### src/rtl/core/rlac_pkg.sv
// Shared types, codes and reset values of the remote link arming controller.
`timescale 1ns / 1ps

package rlac_pkg;

    localparam int unsigned HeadWidth   = 8;
    localparam int unsigned StickWidth  = 16;
    localparam int unsigned ByteWidth   = 8;
    localparam int unsigned HoldWidth   = 8;
    localparam int unsigned RelockWidth = 14;
    localparam int unsigned MissWidth   = 8;

    localparam int unsigned InDataWidth  = 104;
    localparam int unsigned OutDataWidth = 80;
    localparam int unsigned CfgIdxWidth  = 3;
    localparam int unsigned CfgDataWidth = 16;

    // register indexes of the configuration port
    localparam logic [CfgIdxWidth-1:0] CFG_HEADER_FIRST  = 3'd0;
    localparam logic [CfgIdxWidth-1:0] CFG_HEADER_SECOND = 3'd1;
    localparam logic [CfgIdxWidth-1:0] CFG_HEADER_THIRD  = 3'd2;
    localparam logic [CfgIdxWidth-1:0] CFG_HIGH_THRESH   = 3'd3;
    localparam logic [CfgIdxWidth-1:0] CFG_LOW_THRESH    = 3'd4;
    localparam logic [CfgIdxWidth-1:0] CFG_HOLD_TICKS    = 3'd5;
    localparam logic [CfgIdxWidth-1:0] CFG_RELOCK_TICKS  = 3'd6;
    localparam logic [CfgIdxWidth-1:0] CFG_LINK_TIMEOUT  = 3'd7;

    localparam logic [StickWidth-1:0]  RST_HIGH_THRESH  = 16'd960;
    localparam logic [StickWidth-1:0]  RST_LOW_THRESH   = 16'd20;
    localparam logic [HoldWidth-1:0]   RST_HOLD_TICKS   = 8'd200;
    localparam logic [RelockWidth-1:0] RST_RELOCK_TICKS = 14'd10000;
    localparam logic [MissWidth-1:0]   RST_LINK_TIMEOUT = 8'd200;
    localparam logic [MissWidth-1:0]   RST_MISS_COUNT   = 8'd200;

    typedef enum logic [4:0] {
        PH_FREE  = 5'b00001,
        PH_HIGH  = 5'b00010,
        PH_LEAVE = 5'b00100,
        PH_LOW   = 5'b01000,
        PH_ARMED = 5'b10000
    } arm_phase_t;

    // per-tick request from the step logic to the arming machine
    typedef struct packed {
        logic step;
        logic link;
        logic hi;
        logic lo;
    } arm_ctrl_t;

endpackage

### src/rtl/core/rlac_arm.sv
// Arming state machine with its hold and disarm counters.
`timescale 1ns / 1ps

module rlac_arm
    import rlac_pkg::*;
(
    input  logic                   clk,
    input  logic                   rst_n,
    input  arm_ctrl_t              ctrl,
    input  logic [HoldWidth-1:0]   hold_ticks,
    input  logic [RelockWidth-1:0] relock_ticks,
    output logic                   armed
);

    arm_phase_t             phase_reg, phase_next;
    logic [HoldWidth-1:0]   high_cnt_reg, high_cnt_next;
    logic [HoldWidth-1:0]   low_cnt_reg, low_cnt_next;
    logic [RelockWidth-1:0] disarm_cnt_reg, disarm_cnt_next;
    logic [HoldWidth-1:0]   high_inc, low_inc;
    logic [RelockWidth-1:0] disarm_inc;

    assign high_inc   = (high_cnt_reg == '1) ? high_cnt_reg : high_cnt_reg + 1'b1;
    assign low_inc    = (low_cnt_reg == '1) ? low_cnt_reg : low_cnt_reg + 1'b1;
    assign disarm_inc = (disarm_cnt_reg == '1) ? disarm_cnt_reg : disarm_cnt_reg + 1'b1;

    // armed reports the phase at the start of the step, forced low while the link is lost
    assign armed = ctrl.link && (phase_reg == PH_ARMED);

    always_comb
    begin
        phase_next      = phase_reg;
        high_cnt_next   = high_cnt_reg;
        low_cnt_next    = low_cnt_reg;
        disarm_cnt_next = disarm_cnt_reg;
        if (!ctrl.link)
        begin
            phase_next = PH_FREE;
        end
        else
        begin
            case (phase_reg)
                PH_FREE:
                begin
                    high_cnt_next = '0;
                    low_cnt_next  = '0;
                    if (ctrl.hi)
                        phase_next = PH_HIGH;
                end
                PH_HIGH:
                begin
                    if (ctrl.hi)
                    begin
                        high_cnt_next = high_inc;
                        if (high_inc >= hold_ticks)
                            phase_next = PH_LEAVE;
                    end
                    else
                        phase_next = PH_FREE;
                end
                PH_LEAVE:
                begin
                    if (ctrl.lo)
                        phase_next = PH_LOW;
                end
                PH_LOW:
                begin
                    if (ctrl.lo)
                    begin
                        low_cnt_next = low_inc;
                        if (low_inc >= hold_ticks)
                            phase_next = PH_ARMED;
                    end
                    else
                        phase_next = PH_FREE;
                end
                PH_ARMED:
                begin
                    if (ctrl.lo)
                    begin
                        if (disarm_inc >= relock_ticks)
                        begin
                            phase_next      = PH_FREE;
                            disarm_cnt_next = '0;
                        end
                        else
                            disarm_cnt_next = disarm_inc;
                    end
                    else
                        disarm_cnt_next = '0;
                end
                default:
                begin
                    phase_next = PH_FREE;
                end
            endcase
        end
    end

    always_ff @(posedge clk or negedge rst_n)
    begin
        if (!rst_n)
        begin
            phase_reg      <= PH_FREE;
            high_cnt_reg   <= '0;
            low_cnt_reg    <= '0;
            disarm_cnt_reg <= '0;
        end
        else if (ctrl.step)
        begin
            phase_reg      <= phase_next;
            high_cnt_reg   <= high_cnt_next;
            low_cnt_reg    <= low_cnt_next;
            disarm_cnt_reg <= disarm_cnt_next;
        end
    end

endmodule

### src/rtl/core/remote_link_arming_controller.sv
// Top level: input register, one-tick step logic, result register, config registers.
`timescale 1ns / 1ps

// One control tick enters per request on the s_ group and one result leaves on
// the m_ group. Throughput is one tick per clock cycle while m_tready is high.
// An accepted tick sits in the input register, is then stepped into the
// result register, and its result is valid on m_ from then on. All
// state (latched sticks, fix-height flag, link watchdog, arming machine) is
// updated by the same step that moves a tick from the input register into
// the result register, so consecutive ticks see each other's effects. The
// result register holds while m_tready is low; an empty input register still
// takes one more tick, after which s_tready stays low until the result leaves.
// Configuration writes on cfg_ are always ready and take effect from the next
// tick; write them while the block is idle.
module remote_link_arming_controller
    import rlac_pkg::*;
(
    input  logic                    clk,
    input  logic                    rst_n,
    input  logic                    s_tvalid,
    output logic                    s_tready,
    // [7:0] frame_head0, [15:8] frame_head1, [23:16] frame_head2,
    // [39:24] throttle_in, [55:40] yaw_in, [71:56] pitch_in, [87:72] roll_in,
    // [95:88] power_down_in, [103:96] mode_toggle_in
    input  logic [InDataWidth-1:0]  s_tdata,
    // [0] frame_present
    input  logic                    s_tuser,
    output logic                    m_tvalid,
    input  logic                    m_tready,
    // [0] frame_accepted, [1] link_ok, [2] armed, [3] fix_height,
    // [19:4] throttle_out, [35:20] yaw_out, [51:36] pitch_out,
    // [67:52] roll_out, [75:68] power_down_out, [79:76] zero
    output logic [OutDataWidth-1:0] m_tdata,
    input  logic                    cfg_valid,
    output logic                    cfg_ready,
    input  logic [CfgIdxWidth-1:0]  cfg_index,
    input  logic [CfgDataWidth-1:0] cfg_data
);

    // configuration
    logic [HeadWidth-1:0]   hdr0_reg, hdr1_reg, hdr2_reg;
    logic [StickWidth-1:0]  high_thr_reg, low_thr_reg;
    logic [HoldWidth-1:0]   hold_reg;
    logic [RelockWidth-1:0] relock_reg;
    logic [MissWidth-1:0]   timeout_reg;

    // input register
    logic                   in_valid_reg;
    logic                   in_present_reg;
    logic [InDataWidth-1:0] in_data_reg;

    // result register
    logic                    out_valid_reg;
    logic [OutDataWidth-1:0] out_data_reg, out_data_next;

    // tick state
    logic [StickWidth-1:0] thr_reg, yaw_reg, pitch_reg, roll_reg;
    logic [StickWidth-1:0] thr_next, yaw_next, pitch_next, roll_next;
    logic [ByteWidth-1:0]  pd_reg, pd_next;
    logic                  flag_reg, flag_next, flag_parsed;
    logic [MissWidth-1:0]  miss_reg, miss_next, miss_inc;

    logic                  step;
    logic                  accepted;
    logic                  link;
    logic                  armed;
    arm_ctrl_t             arm_ctrl;

    assign cfg_ready = 1'b1;
    assign step      = in_valid_reg && (!out_valid_reg || m_tready);
    assign s_tready  = !in_valid_reg || step;
    assign m_tvalid  = out_valid_reg;
    assign m_tdata   = out_data_reg;

    always_ff @(posedge clk or negedge rst_n)
    begin
        if (!rst_n)
        begin
            hdr0_reg     <= '0;
            hdr1_reg     <= '0;
            hdr2_reg     <= '0;
            high_thr_reg <= RST_HIGH_THRESH;
            low_thr_reg  <= RST_LOW_THRESH;
            hold_reg     <= RST_HOLD_TICKS;
            relock_reg   <= RST_RELOCK_TICKS;
            timeout_reg  <= RST_LINK_TIMEOUT;
        end
        else if (cfg_valid && cfg_ready)
        begin
            case (cfg_index)
                CFG_HEADER_FIRST:  hdr0_reg     <= cfg_data[HeadWidth-1:0];
                CFG_HEADER_SECOND: hdr1_reg     <= cfg_data[HeadWidth-1:0];
                CFG_HEADER_THIRD:  hdr2_reg     <= cfg_data[HeadWidth-1:0];
                CFG_HIGH_THRESH:   high_thr_reg <= cfg_data[StickWidth-1:0];
                CFG_LOW_THRESH:    low_thr_reg  <= cfg_data[StickWidth-1:0];
                CFG_HOLD_TICKS:    hold_reg     <= cfg_data[HoldWidth-1:0];
                CFG_RELOCK_TICKS:  relock_reg   <= cfg_data[RelockWidth-1:0];
                CFG_LINK_TIMEOUT:  timeout_reg  <= cfg_data[MissWidth-1:0];
                default:           hdr0_reg     <= hdr0_reg;
            endcase
        end
    end

    // input register: take a request whenever the stage is empty or moving on
    always_ff @(posedge clk or negedge rst_n)
    begin
        if (!rst_n)
            in_valid_reg <= 1'b0;
        else if (s_tready)
            in_valid_reg <= s_tvalid;
    end

    always_ff @(posedge clk)
    begin
        if (s_tvalid && s_tready)
        begin
            in_present_reg <= s_tuser;
            in_data_reg    <= s_tdata;
        end
    end

    // parse
    assign accepted = in_present_reg
                   && (in_data_reg[7:0]   == hdr0_reg)
                   && (in_data_reg[15:8]  == hdr1_reg)
                   && (in_data_reg[23:16] == hdr2_reg);

    assign thr_next    = accepted ? in_data_reg[39:24] : thr_reg;
    assign yaw_next    = accepted ? in_data_reg[55:40] : yaw_reg;
    assign pitch_next  = accepted ? in_data_reg[71:56] : pitch_reg;
    assign roll_next   = accepted ? in_data_reg[87:72] : roll_reg;
    assign pd_next     = accepted ? in_data_reg[95:88] : pd_reg;
    assign flag_parsed = flag_reg ^ (accepted && (in_data_reg[103:96] != '0));

    // link watchdog: saturate, then clamp to the timeout once reached
    assign miss_inc = (miss_reg == '1) ? miss_reg : miss_reg + 1'b1;

    always_comb
    begin
        if (accepted)
        begin
            miss_next = '0;
            link      = 1'b1;
        end
        else if (miss_inc >= timeout_reg)
        begin
            miss_next = timeout_reg;
            link      = 1'b0;
        end
        else
        begin
            miss_next = miss_inc;
            link      = 1'b1;
        end
    end

    assign arm_ctrl.step = step;
    assign arm_ctrl.link = link;
    assign arm_ctrl.hi   = thr_next >= high_thr_reg;
    assign arm_ctrl.lo   = thr_next <= low_thr_reg;

    rlac_arm u_arm (
        .clk          (clk),
        .rst_n        (rst_n),
        .ctrl         (arm_ctrl),
        .hold_ticks   (hold_reg),
        .relock_ticks (relock_reg),
        .armed        (armed)
    );

    // fix-height survives only while armed on a live link
    assign flag_next = armed && flag_parsed;

    assign out_data_next = {4'b0000, pd_next, roll_next, pitch_next, yaw_next, thr_next,
                            flag_next, armed, link, accepted};

    always_ff @(posedge clk or negedge rst_n)
    begin
        if (!rst_n)
        begin
            thr_reg   <= '0;
            yaw_reg   <= '0;
            pitch_reg <= '0;
            roll_reg  <= '0;
            pd_reg    <= '0;
            flag_reg  <= 1'b0;
            miss_reg  <= RST_MISS_COUNT;
        end
        else if (step)
        begin
            thr_reg   <= thr_next;
            yaw_reg   <= yaw_next;
            pitch_reg <= pitch_next;
            roll_reg  <= roll_next;
            pd_reg    <= pd_next;
            flag_reg  <= flag_next;
            miss_reg  <= miss_next;
        end
    end

    always_ff @(posedge clk or negedge rst_n)
    begin
        if (!rst_n)
            out_valid_reg <= 1'b0;
        else if (step)
            out_valid_reg <= 1'b1;
        else if (m_tready)
            out_valid_reg <= 1'b0;
    end

    always_ff @(posedge clk)
    begin
        if (step)
            out_data_reg <= out_data_next;
    end

`ifndef NO_ASSERTIONS
    a_armed_needs_link: assert property (@(posedge clk) disable iff (!rst_n)
        m_tvalid && m_tdata[2] |-> m_tdata[1])
        else $error("armed reported without link");

    a_fix_needs_armed: assert property (@(posedge clk) disable iff (!rst_n)
        m_tvalid && m_tdata[3] |-> m_tdata[2])
        else $error("fix-height set while not armed");

    a_accept_keeps_link: assert property (@(posedge clk) disable iff (!rst_n)
        m_tvalid && m_tdata[0] |-> m_tdata[1])
        else $error("accepted frame reported with link lost");

    a_step_fills_output: assert property (@(posedge clk) disable iff (!rst_n)
        step |=> out_valid_reg && (out_data_reg == $past(out_data_next)))
        else $error("result register did not capture the tick");
`endif

endmodule
### config.mk
export PLATFORM = sky130hd
export DESIGN_NAME = remote_link_arming_controller
export DESIGN_NICKNAME = d
export VERILOG_FILES = /design/src/rtl/core/rlac_pkg.sv /design/src/rtl/core/rlac_arm.sv /design/src/rtl/core/remote_link_arming_controller.sv
export SDC_FILE = /design/constraint.sdc
export NUM_CORES = 1
export LEC_CHECK = 0
export BUFFER_PORTS_ARGS = -buffer_cell sky130_fd_sc_hd__buf_2
export CORE_ASPECT_RATIO = 1.2
export CORE_MARGIN = 2
export CORE_UTILIZATION = 50
export CTS_BUF_LIST = sky130_fd_sc_hd__clkbuf_8 sky130_fd_sc_hd__clkbuf_16
export DETAILED_ROUTE_END_ITERATION = 6
export HOLD_SLACK_MARGIN = 0.02
export PLACE_DENSITY = 0.73
export SLEW_MARGIN = 20
export SYNTH_ARGS = -nofsm -noshare
export SYNTH_HDL_FRONTEND = slang
export SYNTH_SLANG_ARGS = --single-unit
### constraint.sdc
create_clock -name clk -period 4.7 [get_ports clk]
set_clock_uncertainty 0.15 [all_clocks]
set_input_delay 0 -clock clk [delete_from_list [all_inputs] [get_ports clk]]
set_output_delay 0 -clock clk [all_outputs]
set_load 0.02 [all_outputs]
Yosys cells after proc, flatten, opt, wreduce, memory -nomap -nowiden

Index checks and enable logic that the tools add are counted.
Widths: inputs -> output; s select.

Register bits: 385
Input bits: 129
Output and inout bits: 83

$add $sub $neg: 4
$lt $le $gt $ge: 6
Equal/unequal tests: 27
Mux-type cells: 31
Bitwise logic cells: 1
Reductions and logical operators: 29

Operators with widths:

| cell                  | count |
|---|---|
| $mux 16               | 4 |
| $mux 8                | 8 |
| $mux 5                | 9 |
| $mux 14               | 3 |
| $pmux 8 s2            | 2 |
| $pmux 5 s5            | 1 |
| $add 8x1->8 const B   | 3 |
| $eq 8x8->1            | 3 |
| $eq 8x8->1 const B    | 3 |
| $ge 8x8->1            | 3 |
| $ge 16x16->1          | 1 |
| $le 16x16->1          | 1 |
| $reduce_and 2->1      | 8 |
| $add 14x1->14 const B | 1 |
| $eq 14x14->1 const B  | 1 |
| $ge 14x14->1          | 1 |
| $eq 3x3->1 const B    | 4 |
| $ne 3x3->1 const B    | 4 |
| $logic_and 1x1->1     | 8 |
| $ne 4x3->1 const B    | 2 |
| $reduce_and 4->1      | 2 |
| $reduce_bool 8->1     | 1 |
| $reduce_and 7->1      | 1 |
| $eq 3x2->1 const B    | 2 |
| other kinds (14)      | 22 |

Depth between registers and ports, before layout

Depth after elaboration: 9
Mapped depth: 18
Gate-level depth less buffers: 16

Cells and area by module

A second synthesis with hierarchy kept.

Cells, all modules: 1258
Area, all modules: 17649.4 µm²

Modules (own cells, without submodules):

| module                        | times used | cells an instance | area an instance (µm²) | sequential area each (µm²) |
|---|---|---|---|---|
| remote_link_arming_controller | 1          | 895               | 14607.8                | 9689.3 |
| rlac_arm                      | 1          | 363               | 3041.7                 | 877.1 |

Worst setup path after synthesis

OpenSTA, ideal clock, no wires.

Kind: register to register
Start point: register hdr1_reg[2]
End point: register u_arm.phase_reg[2]
Data arrival time: 4.202 ns
Slack: 0.223 ns
Cell stages (with the launch flop): 18
Path buffers: 2
Cells stage by stage: dfrtp_1 -> xor2_1 -> or4_1 -> nor4_1 -> nand4b_1 -> clkbuf_1 -> clkbuf_1 -> nand2_1 -> nand2_1 -> ha_1 -> nand4_1 -> or4_1 -> nor2_1 -> inv_1 -> and2_1 -> a311o_1 -> o211ai_2 -> mux2_2

Longest elaborated chain between the ends: 8

Ends and longest elaborated chain:

| item                                         | RTL line                                                                   | source |
|---|---|---|
| start, declared                              | remote_link_arming_controller.sv:41                                        | `logic [HeadWidth-1:0] hdr0_reg, hdr1_reg, hdr2_reg;` |
| start signal, assigned                       | remote_link_arming_controller.sv:92                                        | `CFG_HEADER_SECOND: hdr1_reg <= cfg_data[HeadWidth-1:0];` |
| $eq 8x8->1 (*)                               | remote_link_arming_controller.sv:125                                       | `&& (in_data_reg[15:8] == hdr1_reg)` |
| $logic_and 1x1->1 (*)                        | remote_link_arming_controller.sv:125                                       |  |
| $logic_and 1x1->1 (*)                        | remote_link_arming_controller.sv:126                                       | `&& (in_data_reg[23:16] == hdr2_reg);` |
| $mux 16 (*)                                  | remote_link_arming_controller.sv:128                                       | `assign thr_next = accepted ? in_data_reg[39:24] : thr_reg;` |
| named net thr_next[13]                       | remote_link_arming_controller.sv:58                                        | `logic [StickWidth-1:0] thr_next, yaw_next, pitch_next, roll_next;` |
| $le 16x16->1 or $ge 16x16->1 (tied branches) | remote_link_arming_controller.sv:160, remote_link_arming_controller.sv:159 |  |
| $mux 5, on equally long branches             | rlac_arm.sv:67, rlac_arm.sv:51                                             |  |
| $pmux 5 s5                                   | rlac_arm.sv:41                                                             | `case (phase_reg)` |
| $mux 5                                       | rlac_arm.sv:35                                                             | `if (!ctrl.link)` |
| end signal, assigned                         | rlac_arm.sv:110                                                            | `phase_reg <= phase_next;` |
| end, declared                                | rlac_arm.sv:15                                                             | `arm_phase_t phase_reg, phase_next;` |

Mark *: on every way through the listed nets, which the timed path passes. The rest lies on a longest branch.
A chain may end at the register's enable or synchronous reset.

Worst setup path in the final report

Start point: register hdr0_reg[0]
End point: register u_arm.phase_reg[2]

Longest elaborated chain between the ends: 9

Ends and longest elaborated chain:

| item                                         | RTL line                                                                   | source |
|---|---|---|
| start, declared                              | remote_link_arming_controller.sv:41                                        |  |
| start signal, assigned                       | remote_link_arming_controller.sv:91                                        | `CFG_HEADER_FIRST: hdr0_reg <= cfg_data[HeadWidth-1:0];` |
| start signal, assigned                       | remote_link_arming_controller.sv:99                                        | `default: hdr0_reg <= hdr0_reg;` |
| $eq 8x8->1 (*)                               | remote_link_arming_controller.sv:124                                       | `&& (in_data_reg[7:0] == hdr0_reg)` |
| $logic_and 1x1->1 (*)                        | remote_link_arming_controller.sv:124                                       |  |
| $logic_and 1x1->1 (*)                        | remote_link_arming_controller.sv:125                                       |  |
| $logic_and 1x1->1 (*)                        | remote_link_arming_controller.sv:126                                       |  |
| $mux 16 (*)                                  | remote_link_arming_controller.sv:128                                       |  |
| named net thr_next[5]                        | remote_link_arming_controller.sv:58                                        |  |
| $le 16x16->1 or $ge 16x16->1 (tied branches) | remote_link_arming_controller.sv:160, remote_link_arming_controller.sv:159 |  |
| $mux 5, on equally long branches             | rlac_arm.sv:67, rlac_arm.sv:51                                             |  |
| $pmux 5 s5                                   | rlac_arm.sv:41                                                             |  |
| $mux 5                                       | rlac_arm.sv:35                                                             |  |

Marked as above.

==> impl_metrics.yaml <==
status:
  status: "finished with violations"
  violations: "hold timing"
layout:
  n_antenna_cell: 0
  largest_reg_flops: 104
  fill_cells: 2433
  drive_above_1_share_pct: 21.53
  syn_to_final_growth_pct: 31.35
  stdcell_count: 2449
  nNetsFinal: 2164
sta:
  relSlewSlack_pct: 28.13
  hold_ws_ns: -0.002511
  slew_violations: 0
  hold_viol_final: 1
  postLayoutSetupSlackWorst_ns: 0.06356
  setup_viol: 0
  period_share_pct: 98.65
  max_slew.worst_pin.slew_ns: 1.072
  clock.fmax_mhz: 215.7
  fin_crit_ns: 4.636
global_routing:
  grt_pass1_vias: 13250
  grt_pass1_wl_um: 68710
  grt-ovfl-total: 0
  antenna_found_initial: 2
  grt_max_degree: 103
  grt_usage_pct: 24.35
floorplan:
  rows: 74
  dieArea_mm2: 0.03570
  coreArea_mm2: 0.03389
  start_util_pct: 50.46
  die_h_um: 206.6
  die_w_um: 172.8
  num_io_pins: 212
pwr:
  power.internal_uw: 6554
  seq_power_share_pct: 45.7
  switching_share_pct: 26.34
  ir_drop_v: 0.0003025
  p_comb_share_pct: 16.3
  power_leakage_uw: 0.01039
  total_power_uw: 8898
  power.density_mw_per_mm2: 396.1
  switchingPower_uw: 2344
  clockPowerShare_pct: 38.0
route:
  ant_nets: 0
  routed_via_density: 5.406
  drt-initial-drc-count: 968
  drt-pass1-iter-count: 5
  wl_per_cell_um: 18.57
  vias: 13240
  finalWirelength_um: 45490
  drc: 0
place:
  placed_cells: 2154
  routabilityCongestion: 0.8674
  port_buffers: 206
  hpwl_um: 26000
  place_ws_ns: 0.05743
critical_path:
  setup.worst_path.start: "hdr0_reg[0]"
  path_max_fanout: 8
  critical_path.endpoint_type: "flop"
  path_class: "flop to flop"
  worstPathArrival_ns: 4.91
  reg2reg_to: "u_arm.phase_reg[2]"
  rrSetupSlack_ns: 0.06
  r2r_cells: 17
  r2r_start: "hdr0_reg[0]"
  crit_path_start_kind: "flop"
  cp.required_ns: 4.97
  setup.worst_path.end: "u_arm.phase_reg[2]"
synthesis:
  syn_inst: 1520
  yosysWarnings: 0
  netlist.area_leader.share_pct: 31.78
  synth_edf_count: 181
  syn_area_mm2: 0.01710
  async_flop_share_pct: 52.99
  yosysSeqAreaShare_pct: 61.79
  syn_area_per_cell_um2: 11.25
  ys.flop_type: "dfrtp_1"
  synth_top_cell_by_area: "edfxtp_1"
  ys_types: 60
  synthTopCellsByArea: "edfxtp_1 (32%), dfrtp_1 (27%), nand2_1 (11%), ha_1 (5.4%), mux2_2 (4.9%)"
  ys_ff_latch: 385
clock_tree:
  clk_path_buf_depth: 3
  cts-htree-levels: 2
  cts_buffers: 40
  clkLatencyLatePin_ns: 0.54
  clkTransAtPathRegs_ns: 0.06
  root_buffer: "clkbuf_16"
  cts_tree: "built"
  cts_sinks: 385
flow_run:
  maxCapViolCount: 0
hold_path:
  hp-class: "input port to asynchronous set/reset pin"
[cell usage in the layout, fill, tap and decap left out, types with 8 or more instances in the layout]
cell and count:
a21o_1 9, a21oi_1 38, a22o_1 9, a31oi_1 8
buf_2 205, buf_4 30, clkbuf_16 45, dfrtp_1 183
dfstp_2 21, dlygate4sd3_1 210, edfxtp_1 181, ha_1 72
inv_1 81, mux2_2 75, nand2_1 478, nand2b_1 15
nand3_1 31, nand4_1 17, nor2_1 34, nor3_1 15
o21ai_0 30, o21ai_1 13, xnor2_1 26, xor2_1 19
[power groups by stage]
stage / logic, uW / clock network [uW] / registers (uW)
2_1_floorplan: 776 / 0 / 4140
3_3_place_gp: 1180 / 0 / 4110
3_5_place_dp: 1220 / 0 / 4120
4_1_cts: 1380 / 3400 / 4060
5_1_grt: 1580 / 3550 / 4090
6_report: 1450 / 3380 / 4060
[per-stage QoR]
step | area [um2] | TNS (ns) | utilization (%)
2_1_floorplan | 17110 | 0 | -
3_3_place_gp | 18710 | 0 | 55.22
3_5_place_dp | 18720 | 0 | 55.24
4_1_cts | 22230 | 0 | 65.61
5_1_grt | 22460 | -0.5406 | 66.28
6_report | 22460 | 0 | 66.28
[cell usage after synthesis (8+ instances only)]
cell,instances
nand2_1,482
dfrtp_1,183
edfxtp_1,181
mux2_2,75
ha_1,74
inv_1,74
clkbuf_1,42
a21oi_1,38
nor2_1,35
nand3_1,33
o21ai_0,30
xnor2_1,26
dfstp_2,21
xor2_1,19
nand4_1,17
nor3_1,17
nand2b_1,15
o21ai_1,13
a21o_1,9
a22o_1,9
a31oi_1,8
nor4_1,8
[critical path: stages (launching register included)]
cell and delay, ns:
dfrtp_1 0.41, xor2_1 0.22, or4_1 0.53, nor4_2 0.26
nand4b_1 0.16, buf_4 0.18, buf_12 0.14, nand2_1 0.06
nand2_1 0.10, ha_1 0.34, nand4_1 0.18, or4_4 0.53
nor2_2 0.14, inv_1 0.08, and2_4 0.18, a311o_1 0.35
o211ai_4 0.14, mux2_2 0.37
[kinds of logic after synthesis]
kind of cell    synth area share [%]
flops                          61.79
mux                            5.436
simple gates                   16.05
compound gates                 5.971
buf+inv                        2.993
other cells                  0.04392
fa+ha+maj                      5.415
xor+xnor                       2.305
[area by class of cell]
class / instances / area, um2 / share of cell area [%]
Clock buffer: 47 / 1120 / 4.986
Clock inverter: 27 / 294.0 / 1.309
Timing Repair Buffer: 451 / 3473 / 15.46
Sequential cell: 385 / 10570 / 47.04
Tap cell: 456 / 570.5 / 2.540
Inverter: 74 / 282.8 / 1.259
Multi-Input combinational cell: 1009 / 6155 / 27.40
[routing by layer]
layer  vias to the layer above  GRT usage, %  share of wire [%]
met4                         2         11.14                4.4
met2                       535         44.04                 52
met5                         -             0              0.033
met3                       138         4.103                5.9
li1                       6095             -                  -
met1                      6469         28.60                 38
[worst min-delay path by stage]
stage | to | start | slack (ns) | cells past startpoint
after global placement | hdr2_reg[2] | rst_n | 0.03 | 1
final | relock_reg[12] | rst_n | -0.003 | 2
after detailed placement | hdr2_reg[2] | rst_n | 0.03 | 1
after CTS | in_data_reg[2] | s_tdata[2] | 0.02 | 2
after floorplan | flag_reg | rst_n | -0.45 | 0
after global routing | in_data_reg[62] | s_tdata[62] | 0.03 | 2
[repair_timing]
action | in CTS | in global routing
hold endpoints to repair | 327 | 0
buffers inserted | 0 | 8
resized for setup | 0 | 19
hold buffers | 210 | 0
setup endpoints to repair | 0 | 18
Note: power is estimated with default switching activity, not from simulation.
